<file path="src/sv/tcbsg_pkg.sv">
// Shared types and constants for the text cell box span generator.
// No dependencies; the front end, span engine and top level refer to it by scoped names.
`default_nettype none

package tcbsg_pkg;

  // Fixed field widths of the channels
  localparam int CORD_W    = 16;
  localparam int CHAR_W    = 8;
  localparam int ROW_OUT_W = 6;
  localparam int COL_OUT_W = 8;
  localparam int CFG_IDX_W = 4;
  localparam int CFG_DAT_W = 9;
  localparam int WIDTH_W   = 9;
  localparam int HEIGHT_W  = 7;

  // Register indexes of the configuration port
  localparam logic [CFG_IDX_W-1:0] REG_SCREEN_WIDTH  = 4'd0;
  localparam logic [CFG_IDX_W-1:0] REG_SCREEN_HEIGHT = 4'd1;

  localparam logic [WIDTH_W-1:0]  RST_SCREEN_WIDTH  = 9'd80;
  localparam logic [HEIGHT_W-1:0] RST_SCREEN_HEIGHT = 7'd25;

  // Command codes
  localparam logic CMD_FILL    = 1'b0;
  localparam logic CMD_OUTLINE = 1'b1;

  // Outline characters
  localparam logic [CHAR_W-1:0] CH_DASH     = 8'h2D;  // '-'
  localparam logic [CHAR_W-1:0] CH_BAR      = 8'h7C;  // '|'
  localparam logic [CHAR_W-1:0] CH_COMMA    = 8'h2C;  // ',' top left
  localparam logic [CHAR_W-1:0] CH_PERIOD   = 8'h2E;  // '.' top right
  localparam logic [CHAR_W-1:0] CH_BACKTICK = 8'h60;  // '`' bottom left
  localparam logic [CHAR_W-1:0] CH_QUOTE    = 8'h27;  // ''' bottom right

  // Per-box classification handed from the front end to the span engine
  typedef struct packed {
    logic cmd;     // fill or outline
    logic lclip;   // left edge lies off screen
    logic rclip;   // right edge lies off screen
    logic tclip;   // top edge lies off screen
    logic bclip;   // bottom edge lies off screen
    logic lc_x2;   // clipped left column equals the right corner column
    logic rc_x1;   // clipped right column equals the left corner column
    logic mon;     // a middle run exists between left and right
  } box_flags_t;

  localparam int FLAGS_W = $bits(box_flags_t);

  typedef enum logic {
    BK_IDLE,
    BK_RUN
  } back_state_t;

endpackage

`default_nettype wire

</file>
<file path="src/sv/tcbsg_queue.sv">
// Two-entry queue that decouples the box front end from the span engine.
// Generic payload width; no package dependencies.
`default_nettype none

module tcbsg_queue #(
  parameter int WIDTH = 8
) (
  input  wire logic             clk,
  input  wire logic             rst,
  input  wire logic             push,
  input  wire logic [WIDTH-1:0] wr_data,
  input  wire logic             pop,
  output logic      [WIDTH-1:0] rd_data,
  output logic                  full,
  output logic                  empty
);

  logic [WIDTH-1:0] entries [2];
  logic             wp;
  logic             rp;
  logic [1:0]       cnt;

  assign full    = cnt[1];
  assign empty   = (cnt == 2'd0);
  assign rd_data = entries[rp];

  always_ff @(posedge clk) begin
    if (push) begin
      entries[wp] <= wr_data;
    end
  end

  always_ff @(posedge clk) begin
    if (rst) begin
      wp  <= 1'b0;
      rp  <= 1'b0;
      cnt <= 2'd0;
    end else begin
      if (push) begin
        wp <= ~wp;
      end
      if (pop) begin
        rp <= ~rp;
      end
      case ({push, pop})
        2'b10:   cnt <= cnt + 2'd1;
        2'b01:   cnt <= cnt - 2'd1;
        default: cnt <= cnt;
      endcase
    end
  end

endmodule

`default_nettype wire

</file>
<file path="src/sv/tcbsg_front.sv">
// Box front end: takes a command, sorts its corners, culls and clips it.
// Uses tcbsg_pkg for field widths and the box_flags_t classification.
`default_nettype none

module tcbsg_front #(
  parameter int MAX_COLUMNS = 256,
  parameter int MAX_ROWS    = 64,
  localparam int CW = $clog2(MAX_COLUMNS),
  localparam int RW = $clog2(MAX_ROWS)
) (
  input  wire logic                                 clk,
  input  wire logic                                 rst,
  input  wire logic [tcbsg_pkg::WIDTH_W-1:0]        screen_width,
  input  wire logic [tcbsg_pkg::HEIGHT_W-1:0]       screen_height,
  input  wire logic                                 in_valid,
  output logic                                      in_ready,
  input  wire logic                                 command,
  input  wire logic signed [tcbsg_pkg::CORD_W-1:0]  corner_a_x,
  input  wire logic signed [tcbsg_pkg::CORD_W-1:0]  corner_a_y,
  input  wire logic signed [tcbsg_pkg::CORD_W-1:0]  corner_b_x,
  input  wire logic signed [tcbsg_pkg::CORD_W-1:0]  corner_b_y,
  input  wire logic [tcbsg_pkg::CHAR_W-1:0]         fill_char,
  input  wire logic                                 q_full,
  output logic                                      q_push,
  output tcbsg_pkg::box_flags_t                     box_flags,
  output logic [tcbsg_pkg::CHAR_W-1:0]              box_char,
  output logic [CW-1:0]                             box_cx1,
  output logic [CW-1:0]                             box_cx2,
  output logic [RW-1:0]                             box_cy1,
  output logic [RW-1:0]                             box_cy2
);

  localparam int PW  = tcbsg_pkg::CORD_W;
  localparam int EW  = PW + 1;
  localparam int SXW = (CW + 1 > tcbsg_pkg::WIDTH_W) ? CW + 1 : tcbsg_pkg::WIDTH_W;
  localparam int SYW = (RW + 1 > tcbsg_pkg::HEIGHT_W) ? RW + 1 : tcbsg_pkg::HEIGHT_W;
  localparam logic [SXW-1:0] XLIM = SXW'(MAX_COLUMNS);
  localparam logic [SYW-1:0] YLIM = SYW'(MAX_ROWS);

  // Sorted command held between accept and classification
  logic                                  held;
  logic                                  h_cmd;
  logic [tcbsg_pkg::CHAR_W-1:0]          h_char;
  logic signed [PW-1:0]                  h_x1;
  logic signed [PW-1:0]                  h_x2;
  logic signed [PW-1:0]                  h_y1;
  logic signed [PW-1:0]                  h_y2;

  logic [SXW-1:0]        w_ext;
  logic [SYW-1:0]        h_ext;
  logic [SXW-1:0]        xmax_s;
  logic [SYW-1:0]        ymax_s;
  logic [CW-1:0]         xmax;
  logic [RW-1:0]         ymax;
  logic signed [EW-1:0]  xm_e;
  logic signed [EW-1:0]  ym_e;
  logic signed [EW-1:0]  x1_e;
  logic signed [EW-1:0]  x2_e;
  logic signed [EW-1:0]  y1_e;
  logic signed [EW-1:0]  y2_e;
  logic                  cull;
  logic                  done;
  logic [CW:0]           span_w;
  logic                  accept;

  assign accept   = in_valid && in_ready;
  assign done     = held && (cull || !q_full);
  assign in_ready = !held || done;
  assign q_push   = held && !cull && !q_full;

  always_ff @(posedge clk) begin
    if (rst) begin
      held <= 1'b0;
    end else if (accept) begin
      held <= 1'b1;
    end else if (done) begin
      held <= 1'b0;
    end
  end

  // Sort the corners on the way in
  always_ff @(posedge clk) begin
    if (accept) begin
      h_cmd  <= command;
      h_char <= fill_char;
      h_x1   <= (corner_a_x > corner_b_x) ? corner_b_x : corner_a_x;
      h_x2   <= (corner_a_x > corner_b_x) ? corner_a_x : corner_b_x;
      h_y1   <= (corner_a_y > corner_b_y) ? corner_b_y : corner_a_y;
      h_y2   <= (corner_a_y > corner_b_y) ? corner_a_y : corner_b_y;
    end
  end

  always_comb begin
    // Clamp the screen size into 1..MAX and take the last index
    w_ext = SXW'(screen_width);
    h_ext = SYW'(screen_height);
    if (screen_width == '0) begin
      xmax_s = '0;
    end else if (w_ext > XLIM) begin
      xmax_s = XLIM - SXW'(1);
    end else begin
      xmax_s = w_ext - SXW'(1);
    end
    if (screen_height == '0) begin
      ymax_s = '0;
    end else if (h_ext > YLIM) begin
      ymax_s = YLIM - SYW'(1);
    end else begin
      ymax_s = h_ext - SYW'(1);
    end
    xmax = CW'(xmax_s);
    ymax = RW'(ymax_s);
    xm_e = $signed(EW'(xmax));
    ym_e = $signed(EW'(ymax));
    x1_e = EW'(h_x1);
    x2_e = EW'(h_x2);
    y1_e = EW'(h_y1);
    y2_e = EW'(h_y2);

    cull = h_x2[PW-1] || h_y2[PW-1] || (x1_e > xm_e) || (y1_e > ym_e);

    box_flags.cmd   = h_cmd;
    box_flags.lclip = h_x1[PW-1];
    box_flags.rclip = x2_e > xm_e;
    box_flags.tclip = h_y1[PW-1];
    box_flags.bclip = y2_e > ym_e;

    box_cx1 = box_flags.lclip ? '0 : CW'(h_x1);
    box_cx2 = box_flags.rclip ? xmax : CW'(h_x2);
    box_cy1 = box_flags.tclip ? '0 : RW'(h_y1);
    box_cy2 = box_flags.bclip ? ymax : RW'(h_y2);

    box_flags.lc_x2 = ($signed(EW'(box_cx1)) == x2_e);
    box_flags.rc_x1 = ($signed(EW'(box_cx2)) == x1_e);
    span_w          = (CW + 1)'(box_cx2) - (CW + 1)'(box_cx1);
    box_flags.mon   = span_w >= (CW + 1)'(2);
    box_char        = h_char;
  end

endmodule

`default_nettype wire

</file>
<file path="src/sv/tcbsg_back.sv">
// Span engine: walks the rows of one clipped box and registers one span a row.
// Uses tcbsg_pkg for widths, characters, box_flags_t and back_state_t.
`default_nettype none

module tcbsg_back #(
  parameter int MAX_COLUMNS = 256,
  parameter int MAX_ROWS    = 64,
  localparam int CW = $clog2(MAX_COLUMNS),
  localparam int RW = $clog2(MAX_ROWS)
) (
  input  wire logic                                clk,
  input  wire logic                                rst,
  input  wire logic                                q_empty,
  output logic                                     q_pop,
  input  wire tcbsg_pkg::box_flags_t               q_flags,
  input  wire logic [tcbsg_pkg::CHAR_W-1:0]        q_char,
  input  wire logic [CW-1:0]                       q_cx1,
  input  wire logic [CW-1:0]                       q_cx2,
  input  wire logic [RW-1:0]                       q_cy1,
  input  wire logic [RW-1:0]                       q_cy2,
  output logic                                     out_valid,
  input  wire logic                                out_ready,
  output logic [tcbsg_pkg::ROW_OUT_W-1:0]          row,
  output logic [tcbsg_pkg::COL_OUT_W-1:0]          left_col,
  output logic [tcbsg_pkg::COL_OUT_W-1:0]          right_col,
  output logic                                     left_on,
  output logic                                     right_on,
  output logic                                     middle_on,
  output logic [tcbsg_pkg::CHAR_W-1:0]             left_char,
  output logic [tcbsg_pkg::CHAR_W-1:0]             middle_char,
  output logic [tcbsg_pkg::CHAR_W-1:0]             right_char,
  output logic                                     last_span
);

  localparam int ROW_OUT_W = tcbsg_pkg::ROW_OUT_W;
  localparam int COL_OUT_W = tcbsg_pkg::COL_OUT_W;

  tcbsg_pkg::back_state_t state;
  tcbsg_pkg::back_state_t state_next;

  // Active box
  tcbsg_pkg::box_flags_t          flags;
  logic [tcbsg_pkg::CHAR_W-1:0]   fc;
  logic [CW-1:0]                  cx1;
  logic [CW-1:0]                  cx2;
  logic [RW-1:0]                  cy1;
  logic [RW-1:0]                  cy2;
  logic [RW-1:0]                  cur_row;

  logic                           emit;
  logic                           is_top;
  logic                           is_bot;
  logic                           is_last;
  logic                           s_lon;
  logic                           s_ron;
  logic                           s_mon;
  logic [tcbsg_pkg::CHAR_W-1:0]   s_lch;
  logic [tcbsg_pkg::CHAR_W-1:0]   s_mch;
  logic [tcbsg_pkg::CHAR_W-1:0]   s_rch;

  assign emit = (state == tcbsg_pkg::BK_RUN) && (!out_valid || out_ready);

  always_ff @(posedge clk) begin
    if (rst) begin
      state <= tcbsg_pkg::BK_IDLE;
    end else begin
      state <= state_next;
    end
  end

  always_comb begin
    state_next = state;
    q_pop      = 1'b0;
    case (state)
      tcbsg_pkg::BK_IDLE: begin
        if (!q_empty) begin
          q_pop      = 1'b1;
          state_next = tcbsg_pkg::BK_RUN;
        end
      end
      tcbsg_pkg::BK_RUN: begin
        if (emit && is_last) begin
          state_next = tcbsg_pkg::BK_IDLE;
        end
      end
      default: state_next = tcbsg_pkg::BK_IDLE;
    endcase
  end

  // Load a box on pop, advance a row per emitted span
  always_ff @(posedge clk) begin
    if (q_pop) begin
      flags   <= q_flags;
      fc      <= q_char;
      cx1     <= q_cx1;
      cx2     <= q_cx2;
      cy1     <= q_cy1;
      cy2     <= q_cy2;
      cur_row <= q_cy1;
    end else if (emit) begin
      cur_row <= cur_row + RW'(1);
    end
  end

  always_comb begin
    is_top  = (cur_row == cy1) && !flags.tclip;
    is_bot  = (cur_row == cy2) && !flags.bclip;
    is_last = (cur_row == cy2);
    if (flags.cmd == tcbsg_pkg::CMD_FILL) begin
      s_lon = 1'b1;
      s_ron = 1'b1;
      s_mon = flags.mon;
      s_lch = fc;
      s_rch = fc;
      s_mch = flags.mon ? fc : '0;
    end else if (is_top || is_bot) begin
      s_lon = 1'b1;
      s_ron = 1'b1;
      s_mon = flags.mon;
      // Bottom corners win on a one-row box
      if (flags.lc_x2) begin
        s_lch = is_bot ? tcbsg_pkg::CH_QUOTE : tcbsg_pkg::CH_PERIOD;
      end else if (!flags.lclip) begin
        s_lch = is_bot ? tcbsg_pkg::CH_BACKTICK : tcbsg_pkg::CH_COMMA;
      end else begin
        s_lch = tcbsg_pkg::CH_DASH;
      end
      if (!flags.rclip) begin
        s_rch = is_bot ? tcbsg_pkg::CH_QUOTE : tcbsg_pkg::CH_PERIOD;
      end else if (flags.rc_x1) begin
        s_rch = is_bot ? tcbsg_pkg::CH_BACKTICK : tcbsg_pkg::CH_COMMA;
      end else begin
        s_rch = tcbsg_pkg::CH_DASH;
      end
      s_mch = flags.mon ? tcbsg_pkg::CH_DASH : '0;
    end else begin
      // Side bars; a clipped side writes nothing
      s_lon = !flags.lclip;
      s_ron = !flags.rclip;
      s_mon = 1'b0;
      s_lch = flags.lclip ? '0 : tcbsg_pkg::CH_BAR;
      s_rch = flags.rclip ? '0 : tcbsg_pkg::CH_BAR;
      s_mch = '0;
    end
  end

  always_ff @(posedge clk) begin
    if (rst) begin
      out_valid <= 1'b0;
    end else if (emit) begin
      out_valid <= 1'b1;
    end else if (out_ready) begin
      out_valid <= 1'b0;
    end
  end

  always_ff @(posedge clk) begin
    if (emit) begin
      row         <= ROW_OUT_W'(cur_row);
      left_col    <= COL_OUT_W'(cx1);
      right_col   <= COL_OUT_W'(cx2);
      left_on     <= s_lon;
      right_on    <= s_ron;
      middle_on   <= s_mon;
      left_char   <= s_lch;
      middle_char <= s_mch;
      right_char  <= s_rch;
      last_span   <= is_last;
    end
  end

endmodule

`default_nettype wire

</file>
<file path="src/sv/text_cell_box_span_generator_unit.sv">
// Text cell box span generator, top level: config registers, front end,
// box queue and span engine. Uses tcbsg_pkg, tcbsg_front, tcbsg_queue, tcbsg_back.
//
// Usage: write screen_width (index 0) and screen_height (index 1) on the
// config channel while the block is idle; writes to other indexes are dropped.
// cfg_ready is always high. Each input transaction carries one box command
// with two corners in any order. A box with no visible cell gives no spans;
// otherwise one span per visible row comes out, top to bottom, with
// last_span set on the bottom one.
// Flow: the front end holds and classifies a box and pushes it into the
// queue, the span engine loads it, and each span is registered at the
// output (classify and queue, load, emit). The span engine takes the next
// box only after the last span of the current one and emits one span per
// cycle while the receiver keeps up, so throughput is set by the row walk;
// the front end takes a new command every cycle until the two-entry queue fills.
// A stalled receiver holds the output register and pauses the row walk; the
// queue and front end keep taking commands until full.
// Reset (synchronous): sets the screen to 80 x 25, empties the queue and
// drops any box in progress.
`default_nettype none

module text_cell_box_span_generator_unit #(
  parameter int MAX_COLUMNS = 256,
  parameter int MAX_ROWS    = 64
) (
  input  wire logic                                clk,
  input  wire logic                                rst,
  input  wire logic                                cfg_valid,
  output logic                                     cfg_ready,
  input  wire logic [tcbsg_pkg::CFG_IDX_W-1:0]     cfg_index,
  input  wire logic [tcbsg_pkg::CFG_DAT_W-1:0]     cfg_data,
  input  wire logic                                in_valid,
  output logic                                     in_ready,
  input  wire logic                                command,
  input  wire logic signed [tcbsg_pkg::CORD_W-1:0] corner_a_x,
  input  wire logic signed [tcbsg_pkg::CORD_W-1:0] corner_a_y,
  input  wire logic signed [tcbsg_pkg::CORD_W-1:0] corner_b_x,
  input  wire logic signed [tcbsg_pkg::CORD_W-1:0] corner_b_y,
  input  wire logic [tcbsg_pkg::CHAR_W-1:0]        fill_char,
  output logic                                     out_valid,
  input  wire logic                                out_ready,
  output logic [tcbsg_pkg::ROW_OUT_W-1:0]          row,
  output logic [tcbsg_pkg::COL_OUT_W-1:0]          left_col,
  output logic [tcbsg_pkg::COL_OUT_W-1:0]          right_col,
  output logic                                     left_on,
  output logic                                     right_on,
  output logic                                     middle_on,
  output logic [tcbsg_pkg::CHAR_W-1:0]             left_char,
  output logic [tcbsg_pkg::CHAR_W-1:0]             middle_char,
  output logic [tcbsg_pkg::CHAR_W-1:0]             right_char,
  output logic                                     last_span
);

  localparam int CW      = $clog2(MAX_COLUMNS);
  localparam int RW      = $clog2(MAX_ROWS);
  localparam int CHAR_W  = tcbsg_pkg::CHAR_W;
  localparam int FLAGS_W = tcbsg_pkg::FLAGS_W;
  localparam int QW      = FLAGS_W + CHAR_W + 2 * CW + 2 * RW;

  logic [tcbsg_pkg::WIDTH_W-1:0]  screen_width;
  logic [tcbsg_pkg::HEIGHT_W-1:0] screen_height;

  logic                   q_push;
  logic                   q_pop;
  logic                   q_full;
  logic                   q_empty;
  logic [QW-1:0]          q_wr;
  logic [QW-1:0]          q_rd;

  tcbsg_pkg::box_flags_t  f_flags;
  logic [CHAR_W-1:0]      f_char;
  logic [CW-1:0]          f_cx1;
  logic [CW-1:0]          f_cx2;
  logic [RW-1:0]          f_cy1;
  logic [RW-1:0]          f_cy2;

  tcbsg_pkg::box_flags_t  b_flags;
  logic [CHAR_W-1:0]      b_char;
  logic [CW-1:0]          b_cx1;
  logic [CW-1:0]          b_cx2;
  logic [RW-1:0]          b_cy1;
  logic [RW-1:0]          b_cy2;

  assign cfg_ready = 1'b1;

  always_ff @(posedge clk) begin
    if (rst) begin
      screen_width  <= tcbsg_pkg::RST_SCREEN_WIDTH;
      screen_height <= tcbsg_pkg::RST_SCREEN_HEIGHT;
    end else if (cfg_valid && cfg_ready) begin
      case (cfg_index)
        tcbsg_pkg::REG_SCREEN_WIDTH:  screen_width  <= cfg_data;
        tcbsg_pkg::REG_SCREEN_HEIGHT: screen_height <= cfg_data[tcbsg_pkg::HEIGHT_W-1:0];
        default: ;
      endcase
    end
  end

  tcbsg_front #(
    .MAX_COLUMNS(MAX_COLUMNS),
    .MAX_ROWS   (MAX_ROWS)
  ) u_front (
    .clk          (clk),
    .rst          (rst),
    .screen_width (screen_width),
    .screen_height(screen_height),
    .in_valid     (in_valid),
    .in_ready     (in_ready),
    .command      (command),
    .corner_a_x   (corner_a_x),
    .corner_a_y   (corner_a_y),
    .corner_b_x   (corner_b_x),
    .corner_b_y   (corner_b_y),
    .fill_char    (fill_char),
    .q_full       (q_full),
    .q_push       (q_push),
    .box_flags    (f_flags),
    .box_char     (f_char),
    .box_cx1      (f_cx1),
    .box_cx2      (f_cx2),
    .box_cy1      (f_cy1),
    .box_cy2      (f_cy2)
  );

  assign q_wr = {f_flags, f_char, f_cx1, f_cx2, f_cy1, f_cy2};

  tcbsg_queue #(
    .WIDTH(QW)
  ) u_queue (
    .clk    (clk),
    .rst    (rst),
    .push   (q_push),
    .wr_data(q_wr),
    .pop    (q_pop),
    .rd_data(q_rd),
    .full   (q_full),
    .empty  (q_empty)
  );

  assign {b_flags, b_char, b_cx1, b_cx2, b_cy1, b_cy2} = q_rd;

  tcbsg_back #(
    .MAX_COLUMNS(MAX_COLUMNS),
    .MAX_ROWS   (MAX_ROWS)
  ) u_back (
    .clk        (clk),
    .rst        (rst),
    .q_empty    (q_empty),
    .q_pop      (q_pop),
    .q_flags    (b_flags),
    .q_char     (b_char),
    .q_cx1      (b_cx1),
    .q_cx2      (b_cx2),
    .q_cy1      (b_cy1),
    .q_cy2      (b_cy2),
    .out_valid  (out_valid),
    .out_ready  (out_ready),
    .row        (row),
    .left_col   (left_col),
    .right_col  (right_col),
    .left_on    (left_on),
    .right_on   (right_on),
    .middle_on  (middle_on),
    .left_char  (left_char),
    .middle_char(middle_char),
    .right_char (right_char),
    .last_span  (last_span)
  );

endmodule

`default_nettype wire
</file>
<file path="config.mk">
export PLATFORM = sky130hd
export DESIGN_NAME = text_cell_box_span_generator_unit
export DESIGN_NICKNAME = d
export VERILOG_FILES = /design/src/sv/tcbsg_pkg.sv /design/src/sv/tcbsg_queue.sv /design/src/sv/tcbsg_front.sv /design/src/sv/tcbsg_back.sv /design/src/sv/text_cell_box_span_generator_unit.sv
export SDC_FILE = /design/constraint.sdc
export NUM_CORES = 1
export LEC_CHECK = 0
export ABC_AREA = 1
export CORE_MARGIN = 4
export CORE_UTILIZATION = 64
export DETAILED_ROUTE_END_ITERATION = 16
export DONT_BUFFER_PORTS = 1
export GPL_TIMING_DRIVEN = 0
export HOLD_SLACK_MARGIN = 0.06
export PLACE_DENSITY = 0.78
export SYNTH_ARGS = -nofsm -noshare
export SYNTH_HDL_FRONTEND = slang
export SYNTH_HIERARCHICAL = 1
export SYNTH_SLANG_ARGS = --single-unit
</file>
<file path="constraint.sdc">
create_clock -name clk -period 6.2 [get_ports clk]
set_input_delay 0.62 -clock clk [delete_from_list [all_inputs] [get_ports clk]]
set_output_delay 0.62 -clock clk [all_outputs]
set_load 0.01 [all_outputs]
</file>
==> impl_metrics.env, run 1 <==
export IMPL_crit_arrival_ns=4.86
export IMPL_via_per_inst=5.52
export IMPL_drt_antenna_violating_nets=0
export IMPL_hpwl_mm=20.0
export IMPL_area_growth_pct=9.74
export IMPL_hold_buffers=0
export IMPL_cts_sink_count=284
export IMPL_dr_pass1_iters=7
export IMPL_numCtsBuffers=29
export IMPL_p_leak_nw=6.66
export IMPL_cp_cell_sequence="inv_1, ha_1, nand2_2, o21ai_4, nand2_1, o21ai_1, ha_1, nand2_1, nor2_2, nand2_1, nand3_2, nand3_2, buf_6, o21ai_0, ha_1, inv_1, o21bai_1, nand2_1, nand2_1, xor2_1, nor2_1, nand3_1, nor2_1, nand2_1"
export IMPL_grt_max_degree=74
export IMPL_ys_seq_elements=284
export IMPL_slew_viol_final=0
export IMPL_critPathSlowestCell="o21ai_0"
export IMPL_yosysSeqAreaShare_pct=57.8
export IMPL_status="finished, final reports clean"
export IMPL_yosysTopAreaCell="edfxtp_1"
export IMPL_cap_viol_max_count=0
export IMPL_power_total_mw=5.53
export IMPL_drt_total_wl_mm=27.3
export IMPL_ctsResizeCount=0
export IMPL_hp_class="input pin to flip-flop"
export IMPL_tightestPinTransition_ns=0.921
export IMPL_hold_viol=0
export IMPL_vias=9317
export IMPL_fp_dieH_um=158
export IMPL_yosysUniqueCellTypes=56
export IMPL_max_stage_delay_ns=0.56
export IMPL_synth_top_area_share_pct=54.4
export IMPL_syn_area_per_cell_um2=10.6
export IMPL_ys_top_cells_by_count="nand2_1, edfxtp_1, inv_1"
export IMPL_dieWidth_um=158
export IMPL_yosysMostFrequentCell="nand2_1"
export IMPL_synth_ff_type="edfxtp_1"
export IMPL_grt_use_total_pct=21.8
export IMPL_clk_pin_slew_worst_paths_ns=0.06
export IMPL_initial_core_util_pct=65.3
export IMPL_clock_latency_ns=0.55
export IMPL_crit_path_start_kind="flip-flop"
export IMPL_path_class="flip-flop to flip-flop"
export IMPL_grt_pass1_vias=8918
export IMPL_gp_congestion=0.909
export IMPL_core_area_um2=22000
export IMPL_cts_path_max_buffers=3
export IMPL_ir_drop_v=0.000266
export IMPL_ioPinCount=144
export IMPL_syn_inst=1352
export IMPL_port_buffers=0
export IMPL_cts_root_buf="clkbuf_16"
export IMPL_fmax_mhz=218
export IMPL_htreeDepth=1
export IMPL_grt_setup_unrepaired="no"
export IMPL_fp_row_count=54
export IMPL_final_min_clock_period_ns=4.58
export IMPL_fin_hold_ws_ns=0.136
export IMPL_drc=0
export IMPL_synth_edff_count=260
export IMPL_finalCritPeriodShare_pct=73.9
export IMPL_wl_per_cell_um=16.2
export IMPL_grt_pass1_wl_mm=43.5
export IMPL_layout_drive_gt1_share_pct=11.9
export IMPL_antenna_found_initial=0
export IMPL_worst_path_buf_inv=3
export IMPL_post_cts_buffers=0
export IMPL_ys_warnings_count=6
export IMPL_synth_area_top_cells="edfxtp_1, nand2_1, ha_1, inv_1, mux2_4"
export IMPL_max_slew_margin_rel_pct=38.6
export IMPL_overflow=0
export IMPL_synth_nets=1513
export IMPL_finalWorstSetupSlack_ns=1.62
export IMPL_powerDensity_nw_per_um2=352
export IMPL_cpLargestDelayFamily="simple AND/OR/NAND/NOR gates"
export IMPL_cts_tree="built"
export IMPL_crit_top_cell="nand2_1"
export IMPL_timing_setup_tns_ns=0
export IMPL_async_reset_ff_share_pct=0
export IMPL_drt_iter0_drc=526
export IMPL_final_setup_viol_count=0
export IMPL_die_area_um2=24900
export IMPL_pre_cts_ws_ns=1.58
export IMPL_required_ns=6.48
export IMPL_crit_path_end_kind="flip-flop"
export IMPL_crit_fanout=10
export IMPL_finClkSkew_ns=0.0182
export IMPL_final_nets=1548
export IMPL_syn_cell_area_um2=14300
## cell usage in the layout (no fill, tap or decap), drive strengths merged, types with 2 or more instances in the layout
cell type  instances
dfxtp             24
nor3               7
clkinv            14
xnor2              6
nand3             80
buf               26
o22ai              2
nand4             42
a21oi             40
clkbuf            46
nor3b              4
edfxtp           260
o21a               2
diode              2
bufinv             4
ha                69
a21o               2
nor4              10
inv              184
nand3b             3
xor2              13
o21ai             68
nand2            335
mux2              44
o211ai             4
o21bai             4
nor2             101
a211oi             2
## through the flow
step | util [%] | instances | instance area, µm²
2_1_floorplan | - | 1352 | 14300
3_3_place_gp | 66.9 | 1632 | 14700
3_5_place_dp | 67.4 | 1636 | 14800
4_1_cts | 71.6 | 1687 | 15700
5_1_grt | 71.6 | 1687 | 15700
6_report | 71.7 | 1689 | 15700
## area by class of cell
class,count,area (µm²)
antenna,2,5.00
clock buffer,35,748
multi-input combinational,848,5100
sequential,284,8290
tap,280,350
fill,1509,6220
clock inverter,16,194
inverter,187,704
timing repair buffer,4,87.6
buffer,33,259
## worst register-to-register path, stage by stage, from the launching register on
cell and delay (ns):
dfxtp_1 0.33, inv_1 0.14, ha_1 0.30, nand2_2 0.12, o21ai_4 0.26, nand2_1 0.08
o21ai_1 0.32, ha_1 0.20, nand2_1 0.08, nor2_2 0.15, nand2_1 0.08, nand3_2 0.15
nand3_2 0.14, buf_6 0.18, o21ai_0 0.56, ha_1 0.36, inv_1 0.06, o21bai_1 0.07
nand2_1 0.07, nand2_1 0.10, xor2_1 0.16, nor2_1 0.12, nand3_1 0.09, nor2_1 0.09
nand2_1 0.10
## routing by layer
metal  up-vias  track usage (%)  wire, µm
li1       4676                -         -
met1      4312             29.0     11700
met2       293             36.8     13000
met3        36             4.95      2020
met4         0             5.20       555
met5         -                0         0
## logic make-up after synthesis
group	count (synthesis)	synth area share, %
AO/OA/AOI/OAI	130	5.16
XOR/XNOR	19	1.21
adder cells (fa/ha/maj)	70	6.16
buffers and inverters	220	6.69
flip-flops	284	57.8
multiplexers	44	4.50
other	1	0.0261
AND/OR/NAND/NOR	584	18.5
## flip-flops by register name, summed over array words and instances (netlist names), 7 cells and up, named ones only
| name | cells |
|---|---|
| screen_height | 7 |
| screen_width | 9 |
| u_back/cx1 | 8 |
| u_back/cx2 | 8 |
| u_back/fc | 8 |
| u_back/flags | 8 |
| u_back/left_char | 7 |
| u_back/left_col | 8 |
| u_back/middle_char | 8 |
| u_back/right_char | 8 |
| u_back/right_col | 8 |
| u_front/box_char | 8 |
| u_front/h_x1 | 16 |
| u_front/h_x2 | 16 |
| u_front/h_y1 | 16 |
| u_front/h_y2 | 16 |
| u_queue/entries | 88 |
## power by group
group | internal [mW] | switching [mW]
registers | 2.46 | 0.165
logic | 0.452 | 0.738
clock network | 1.02 | 0.689
total | 3.94 | 1.59
## final timing paths
path,from,endpoint,slack (ns),cells past startpoint
worst max-delay path,screen_width[0]$_SDFFE_PP0P_,u_queue/entries[1][36]$_DFFE_PP_,1.62,24
worst min-delay path,rst,u_back/out_valid$_SDFFE_PP0P_,0.14,1
worst max register to register,screen_width[0]$_SDFFE_PP0P_,u_queue/entries[1][36]$_DFFE_PP_,1.62,24
worst min register to register,u_back/cx1[7]$_DFFE_PP_,u_back/left_col[7]$_DFFE_PP_,0.42,0
(Power assumes the default switching activity.)
==> inputs of run 2 (changes only) <==
- ABC_AREA: 1 -> 0
- clock period: 6.2 -> 4.6 ns (I/O delays scaled with it)
==> run 2 against run 1 <==
Effect of this change:
- critical path type unchanged
- first-iteration DRC count up 0.57%
- worst hold slack worse by 0.049 ns
- critical endpoint unchanged
- critical path depth down 6
- cell count down 20%
- die area down 4.2%
- sequential share of layout area up 0.56 points
==> impl_metrics.env, run 2 <==
export IMPL_place_inst=1277
export IMPL_initial_core_util_pct=65.2
export IMPL_syn_area_per_cell_um2=13.8
export IMPL_drt_total_wl_mm=26.6
export IMPL_rrSetupSlack_ns=0.12
export IMPL_area_growth_pct=13.7
export IMPL_async_reset_ff_share_pct=0
export IMPL_crit_path_end_kind="flip-flop"
export IMPL_drc=0
export IMPL_slew_viol_final=0
export IMPL_core_area_um2=21000
export IMPL_final_min_clock_period_ns=4.48
export IMPL_endpoint="u_queue/entries[1][36]$_DFFE_PP_"
export IMPL_diodes=0
export IMPL_largest_reg_flops=88
export IMPL_dieWidth_um=154
export IMPL_path_class="flip-flop to flip-flop"
export IMPL_cts_root_buf="clkbuf_16"
export IMPL_fp_row_count=53
export IMPL_mostFrequentLayoutCells="edfxtp_1, mux2_2, ha_1"
export IMPL_r2r_start="screen_width[0]$_SDFFE_PP0P_"
export IMPL_grt_pass1_vias=8092
export IMPL_dr_pass1_iters=5
export IMPL_port_buffers=0
export IMPL_synth_area_top_cells="edfxtp_1, mux2_2, ha_1, dfxtp_1, xnor2_1"
export IMPL_wl_per_cell_um=19.6
export IMPL_max_stage_delay_ns=0.37
export IMPL_yosysUniqueCellTypes=72
export IMPL_gp_congestion=0.901
export IMPL_reg2reg_depth=18
export IMPL_finalCritPeriodShare_pct=97.4
export IMPL_synth_nets=1157
export IMPL_finClkSkew_ns=0.0106
export IMPL_syn_cell_area_um2=13700
export IMPL_synth_ff_type="edfxtp_1"
export IMPL_layout_drive_gt1_share_pct=23.4
export IMPL_required_ns=4.85
export IMPL_ys_warnings_count=6
export IMPL_clock_latency_ns=0.53
export IMPL_ioPinCount=144
export IMPL_cp_cell_sequence="inv_2, ha_4, nor4b_4, buf_4, buf_4, a211o_4, ha_1, a211oi_1, o211ai_1, o31ai_4, inv_4, mux2_4, ha_4, and3_4, a311o_1, nand2b_4, a221oi_2, nand4_1"
export IMPL_clk_pin_slew_worst_paths_ns=0.06
export IMPL_crit_arrival_ns=4.73
export IMPL_yosysMostFrequentCell="edfxtp_1"
export IMPL_cap_viol_max_count=0
export IMPL_overflow=0
export IMPL_cts_path_max_buffers=3
export IMPL_critPathSlowestCell="dfxtp_2"
export IMPL_crit_path_start_kind="flip-flop"
export IMPL_htreeDepth=1
export IMPL_ys_seq_elements=284
export IMPL_p_leak_nw=5.69
export IMPL_grt_max_degree=46
export IMPL_cp_startpoint="screen_width[0]$_SDFFE_PP0P_"
export IMPL_drt_iter0_drc=529
export IMPL_die_area_um2=23800
export IMPL_final_nets=1225
export IMPL_yosysTopAreaCell="edfxtp_1"
export IMPL_ys_top_cells_by_count="edfxtp_1, mux2_2, ha_1"
export IMPL_grt_pass1_wl_mm=42.0
export IMPL_layout_commonest_cell="edfxtp_1"
export IMPL_power_total_mw=7.35
export IMPL_fp_dieH_um=154
export IMPL_top_register="u_queue/entries"
export IMPL_via_per_inst=5.91
export IMPL_tightestPinTransition_ns=0.753
export IMPL_worstReg2RegEnd="u_queue/entries[1][36]$_DFFE_PP_"
export IMPL_drt_antenna_violating_nets=0
export IMPL_final_setup_viol_count=0
export IMPL_hp_class="input pin to flip-flop"
export IMPL_crit_fanout=5
export IMPL_fmax_mhz=223
export IMPL_synth_top_area_share_pct=57.0
export IMPL_numCtsBuffers=29
export IMPL_vias=8038
export IMPL_fin_hold_ws_ns=0.0866
export IMPL_synth_edff_count=260
export IMPL_powerDensity_nw_per_um2=472
export IMPL_finalNonFillerCells=1359
export IMPL_status="finished, final reports clean"
export IMPL_max_slew_margin_rel_pct=49.5
export IMPL_yosysSeqAreaShare_pct=60.5
export IMPL_syn_inst=996
export IMPL_antenna_found_initial=0
export IMPL_hpwl_mm=18.7
export IMPL_grt_use_total_pct=21.6
export IMPL_cts_sink_count=284
export IMPL_timing_setup_tns_ns=0
export IMPL_hold_viol=0
export IMPL_ir_drop_v=0.000276
export IMPL_cts_tree="built"
run 2: routing by layer:
layer  wire, µm  part of all wire, %  global-route usage, %  vias up
met5          0                    0                      0        -
met3       1860                  7.0                   5.01       37
met2      12700                   48                   35.8      284
met4        456                  1.7                   4.67        0
li1           -                    -                      -     3857
met1      11500                   43                   29.8     3860
run 2: worst min-delay path by stage:
stage	slack, ns	endpoint	cells past startpoint	startpoint
2_1_floorplan	0.40	u_back/left_col[0]$_DFFE_PP_	0	u_back/cx1[0]$_DFFE_PP_
3_3_place_gp	0.40	u_back/right_col[2]$_DFFE_PP_	0	u_back/cx2[2]$_DFFE_PP_
3_5_place_dp	0.40	u_back/right_col[4]$_DFFE_PP_	0	u_back/cx2[4]$_DFFE_PP_
4_1_cts	0.07	screen_width[8]$_SDFFE_PP0P_	2	cfg_data[8]
5_1_grt	0.08	screen_width[7]$_SDFFE_PP0P_	2	cfg_data[7]
6_report	0.09	screen_width[8]$_SDFFE_PP0P_	2	cfg_data[8]
run 2: cell type report:
cell class,count,area [µm²]
clock buffers,38,790
inverters,67,254
fillers,1307,5440
clock inverters,13,141
well taps,275,344
flip-flops and latches,284,8290
repair buffers,36,398
plain buffers,32,181
multi-input cells,614,5180
run 2: critical path, delay by kind of cell (launching register included):
family,cells,cell delay [ns]
AO/OA/AOI/OAI,6,1.73
adder cells (fa/ha/maj),3,0.72
buffers and inverters,4,0.43
flip-flops,1,0.37
multiplexers,1,0.36
AND/OR/NAND/NOR,4,0.59
run 2: cells by family (layout without fill, tap and decap cells):
family | Yosys count | count (layout) | synth area share, %
AOI/OAI and AO/OA | 133 | 133 | 6.43
xor gates and xnor gates | 44 | 44 | 2.87
adders and majority gates | 72 | 72 | 6.60
buffers and inverters | 99 | 186 | 3.16
DFF | 284 | 284 | 60.5
muxes | 132 | 132 | 10.7
other | 1 | 1 | 0.0274
and+or+nand+nor | 231 | 232 | 9.72
run 2: power breakdown:
part | leakage (nW) | internal (mW) | switching [mW]
clock | 0.455 | 1.37 | 0.911
combinational | 2.62 | 0.662 | 0.787
sequential | 2.62 | 3.37 | 0.256
total | 5.69 | 5.40 | 1.95
run 2: what timing repair did:
item	CTS	global route
hold buffers	10	0
pin swaps	2	9
setup endpoints to repair	24	126
hold endpoints to repair	17	0
gates resized for setup	9	32
cloned	1	0
buffers inserted	6	14
run 2: metrics by stage:
step	area [µm²]	utilization, %	setup slack [ns]
after CTS	15300	72.9	0.0189
final	15600	74.1	0.118
after global placement	14100	66.9	-0.933
after global routing	15600	74.1	-0.0674
after detailed placement	14200	67.6	-0.509
after floorplan	13700	-	0.161
==> inputs of run 3 (changes only) <==
- PLACE_DENSITY: 0.78 -> 0.88
- SYNTH_HIERARCHICAL: 1 -> unset
==> run 3 against run 2 <==
Effect of this change:
- the run now ends with negative setup slack left
- count of clock-buffer cells in the layout fell by 1
- clock power fell by 5%
- via count rose by 3.2%
- synthesized cell count fell by 0.20%
- global-route usage rose by 1.9 points
- cell count did not move
- critical path depth rose by 3
- routed wire length rose by 6.9%
- first-iteration DRC count rose by 27%
- sequential power fell by 2%
- critical endpoint is now u_queue.entries[1][36]$_DFFE_PP_
- maximum frequency fell by 4.7%
- core utilization rose by 1.2 points
==> impl_metrics.env, run 3 <==
export IMPL_yosysSeqAreaShare_pct=61.3
export IMPL_critPathSlowestCell="a2111o_1"
export IMPL_hp_class="input pin to flip-flop"
export IMPL_cp_cell_sequence="inv_2, ha_4, nor4b_4, nand2_2, maj3_2, inv_2, ha_4, and4_4, a41o_4, a21o_4, buf_6, nand2_2, o21ai_4, fa_2, nand2_1, a211oi_1, o221ai_1, o2111ai_1, o311a_1, a211o_1, a2111o_1"
export IMPL_mostFrequentLayoutCells="edfxtp_1, mux2_2, inv_1"
export IMPL_grt_pass1_vias=8629
export IMPL_port_buffers=0
export IMPL_worstReg2RegEnd="u_queue.entries[1][36]$_DFFE_PP_"
export IMPL_hpwl_mm=19.7
export IMPL_timing_setup_tns_ns=-0.203
export IMPL_layout_commonest_cell="edfxtp_1"
export IMPL_holdPathStages=2
export IMPL_max_slew_margin_rel_pct=41.3
export IMPL_async_reset_ff_share_pct=0
export IMPL_min_to="screen_height[2]$_SDFFE_PP0P_"
export IMPL_ys_top_cells_by_count="edfxtp_1, mux2_2, inv_1"
export IMPL_tightestPinTransition_ns=0.879
export IMPL_path_class="flip-flop to flip-flop"
export IMPL_cts_sink_count=284
export IMPL_finClkSkew_ns=0.0194
export IMPL_ys_seq_elements=284
export IMPL_wl_per_cell_um=20.9
export IMPL_crit_fanout=10
export IMPL_die_area_um2=23500
export IMPL_synth_top_area_share_pct=57.7
export IMPL_synth_area_top_cells="edfxtp_1, mux2_2, ha_1, dfxtp_1, inv_1"
export IMPL_largest_reg_flops=88
export IMPL_initial_core_util_pct=66.0
export IMPL_ir_drop_v=0.000330
export IMPL_power_total_mw=7.02
export IMPL_clk_pin_slew_worst_paths_ns=0.07
export IMPL_cap_viol_max_count=0
export IMPL_top_register="u_queue.entries"
export IMPL_crit_arrival_ns=5.00
export IMPL_drt_iter0_drc=671
export IMPL_yosysTopAreaCell="edfxtp_1"
export IMPL_synth_ff_type="edfxtp_1"
export IMPL_dieWidth_um=153
export IMPL_fp_row_count=52
export IMPL_crit_path_end_kind="flip-flop"
export IMPL_rrSetupSlack_ns=-0.10
export IMPL_fp_dieH_um=153
export IMPL_htreeDepth=1
export IMPL_final_min_clock_period_ns=4.70
export IMPL_crit_path_start_kind="flip-flop"
export IMPL_numCtsBuffers=28
export IMPL_drt_antenna_violating_nets=0
export IMPL_hold_viol=0
export IMPL_antenna_found_initial=0
export IMPL_syn_cell_area_um2=13500
export IMPL_grt_setup_unrepaired="yes"
export IMPL_nFillCells=1196
export IMPL_gp_congestion=0.874
export IMPL_cp_startpoint="screen_width[1]$_SDFFE_PP0P_"
export IMPL_yosysUniqueCellTypes=71
export IMPL_clock_latency_ns=0.55
export IMPL_slew_viol_final=0
export IMPL_layout_drive_gt1_share_pct=21.9
export IMPL_vias=8292
export IMPL_area_growth_pct=14.1
export IMPL_syn_inst=994
export IMPL_grt_max_degree=34
export IMPL_cts_root_buf="clkbuf_16"
export IMPL_finalWorstSetupSlack_ns=-0.101
export IMPL_status="complete, but fails checks"
export IMPL_fin_util_pct=75.3
export IMPL_reg2reg_depth=21
export IMPL_drt_total_wl_mm=28.4
export IMPL_drc=0
export IMPL_via_per_inst=6.10
export IMPL_finalNonFillerCells=1359
export IMPL_finalCritPeriodShare_pct=102
export IMPL_r2r_start="screen_width[1]$_SDFFE_PP0P_"
export IMPL_ys_warnings_count=0
export IMPL_synth_edff_count=260
export IMPL_final_setup_viol_count=2
export IMPL_powerDensity_nw_per_um2=455
export IMPL_grt_use_total_pct=23.6
export IMPL_final_nets=1229
export IMPL_required_ns=4.90
export IMPL_overflow=0
export IMPL_place_inst=1270
export IMPL_fmax_mhz=213
export IMPL_ioPinCount=144
export IMPL_syn_area_per_cell_um2=13.6
export IMPL_max_stage_delay_ns=0.43
export IMPL_hp_start="cfg_data[2]"
export IMPL_p_leak_nw=5.66
export IMPL_dr_pass1_iters=5
export IMPL_violations="negative setup slack"
export IMPL_core_area_um2=20500
export IMPL_grt_pass1_wl_mm=44.9
export IMPL_cts_tree="built"
export IMPL_diodes=0
export IMPL_synth_nets=1155
export IMPL_cts_path_max_buffers=3
export IMPL_yosysMostFrequentCell="edfxtp_1"
[run 3: cell types whose count changed after synthesis, sizes merged, moves of 7 or more]
cell and delta:
xnor2 -8, inv +7, xor2 +8, nand2b -16, nor2 +19, a21oi +9, mux2i -7, o21ai -8
[run 3: area by class of cell]
type / instances / area (µm²) / share of cell area, %
flip-flops and latches: 284 / 8290 / 53.7
multi-input cells: 608 / 5050 / 32.7
clock buffers: 37 / 764 / 4.95
repair buffers: 43 / 453 / 2.93
well taps: 270 / 338 / 2.19
inverters: 74 / 283 / 1.83
plain buffers: 29 / 129 / 0.835
clock inverters: 14 / 125 / 0.811
[run 3: how the worst max path moves through the flow]
stage          slack [ns]  cells after the start                                to
3_5_place_dp        -0.82                     21  u_queue.entries[1][36]$_DFFE_PP_
4_1_cts             0.008                     22  u_queue.entries[1][36]$_DFFE_PP_
5_1_grt             -0.19                     21  u_queue.entries[1][36]$_DFFE_PP_
6_report            -0.10                     21  u_queue.entries[1][36]$_DFFE_PP_
2_1_floorplan       -0.42                     16   u_queue.entries[0][0]$_DFFE_PP_
3_3_place_gp        -2.01                     16  u_queue.entries[1][15]$_DFFE_PP_
[run 3: worst max-delay path: cells and delay by family (launching register included)]
kind | cells | cell delay (ns)
AO/OA/AOI/OAI | 9 | 1.98
adder cells (fa/ha/maj) | 4 | 1.10
AND/OR/NAND/NOR | 5 | 0.74
flip-flops | 1 | 0.34
buffers and inverters | 3 | 0.31
[run 3: what timing repair did]
action | 4_1_cts | 5_1_grt
pin swaps | 17 | 24
setup endpoints to repair | 27 | 80
resized for setup | 31 | 15
setup buffers | 13 | 8
endpoints found under the hold margin | 20 | 0
gates cloned | 0 | 1
hold buffers | 16 | 0
[run 3: power breakdown]
part	internal, mW	total, mW	switching, mW
combinational	0.556	1.30	0.748
clock	1.23	2.16	0.931
sequential	3.31	3.56	0.244
[run 3: per-layer routing]
metal | part of all wire, % | wire (µm) | GRT usage [%] | vias to the layer above
li1 | - | - | - | 3857
met4 | 2.5 | 709 | 6.39 | 0
met5 | 0 | 0 | 0 | -
met2 | 50 | 14100 | 40.7 | 347
met1 | 41 | 11600 | 30.5 | 4018
met3 | 6.9 | 1970 | 5.26 | 70
[run 3: cell families (layout without fill, tap and decap cells)]
| logic type | count (synthesis) | in the layout | share of synthesized area (%) |
|---|---|---|---|
| multiplexers | 122 | 122 | 10.1 |
| AND/OR/NAND/NOR | 220 | 221 | 8.61 |
| flip-flops | 284 | 284 | 61.3 |
| other | 1 | 1 | 0.0277 |
| buffers and inverters | 103 | 197 | 2.96 |
| XOR/XNOR | 44 | 44 | 2.85 |
| AO/OA/AOI/OAI | 149 | 149 | 7.59 |
| adder cells (fa/ha/maj) | 71 | 71 | 6.61 |
[run 3: stage by stage]
| step | setup slack [ns] | cell area (µm²) | hold WS, ns |
|---|---|---|---|
| after floorplan | -0.423 | 13500 | 0.400 |
| after global routing | -0.192 | 15400 | 0.0833 |
| after detailed placement | -0.821 | 14000 | 0.405 |
| after global placement | -2.01 | 13900 | 0.402 |
| final | -0.101 | 15400 | 0.0842 |
| after CTS | 0.00843 | 15300 | 0.0629 |
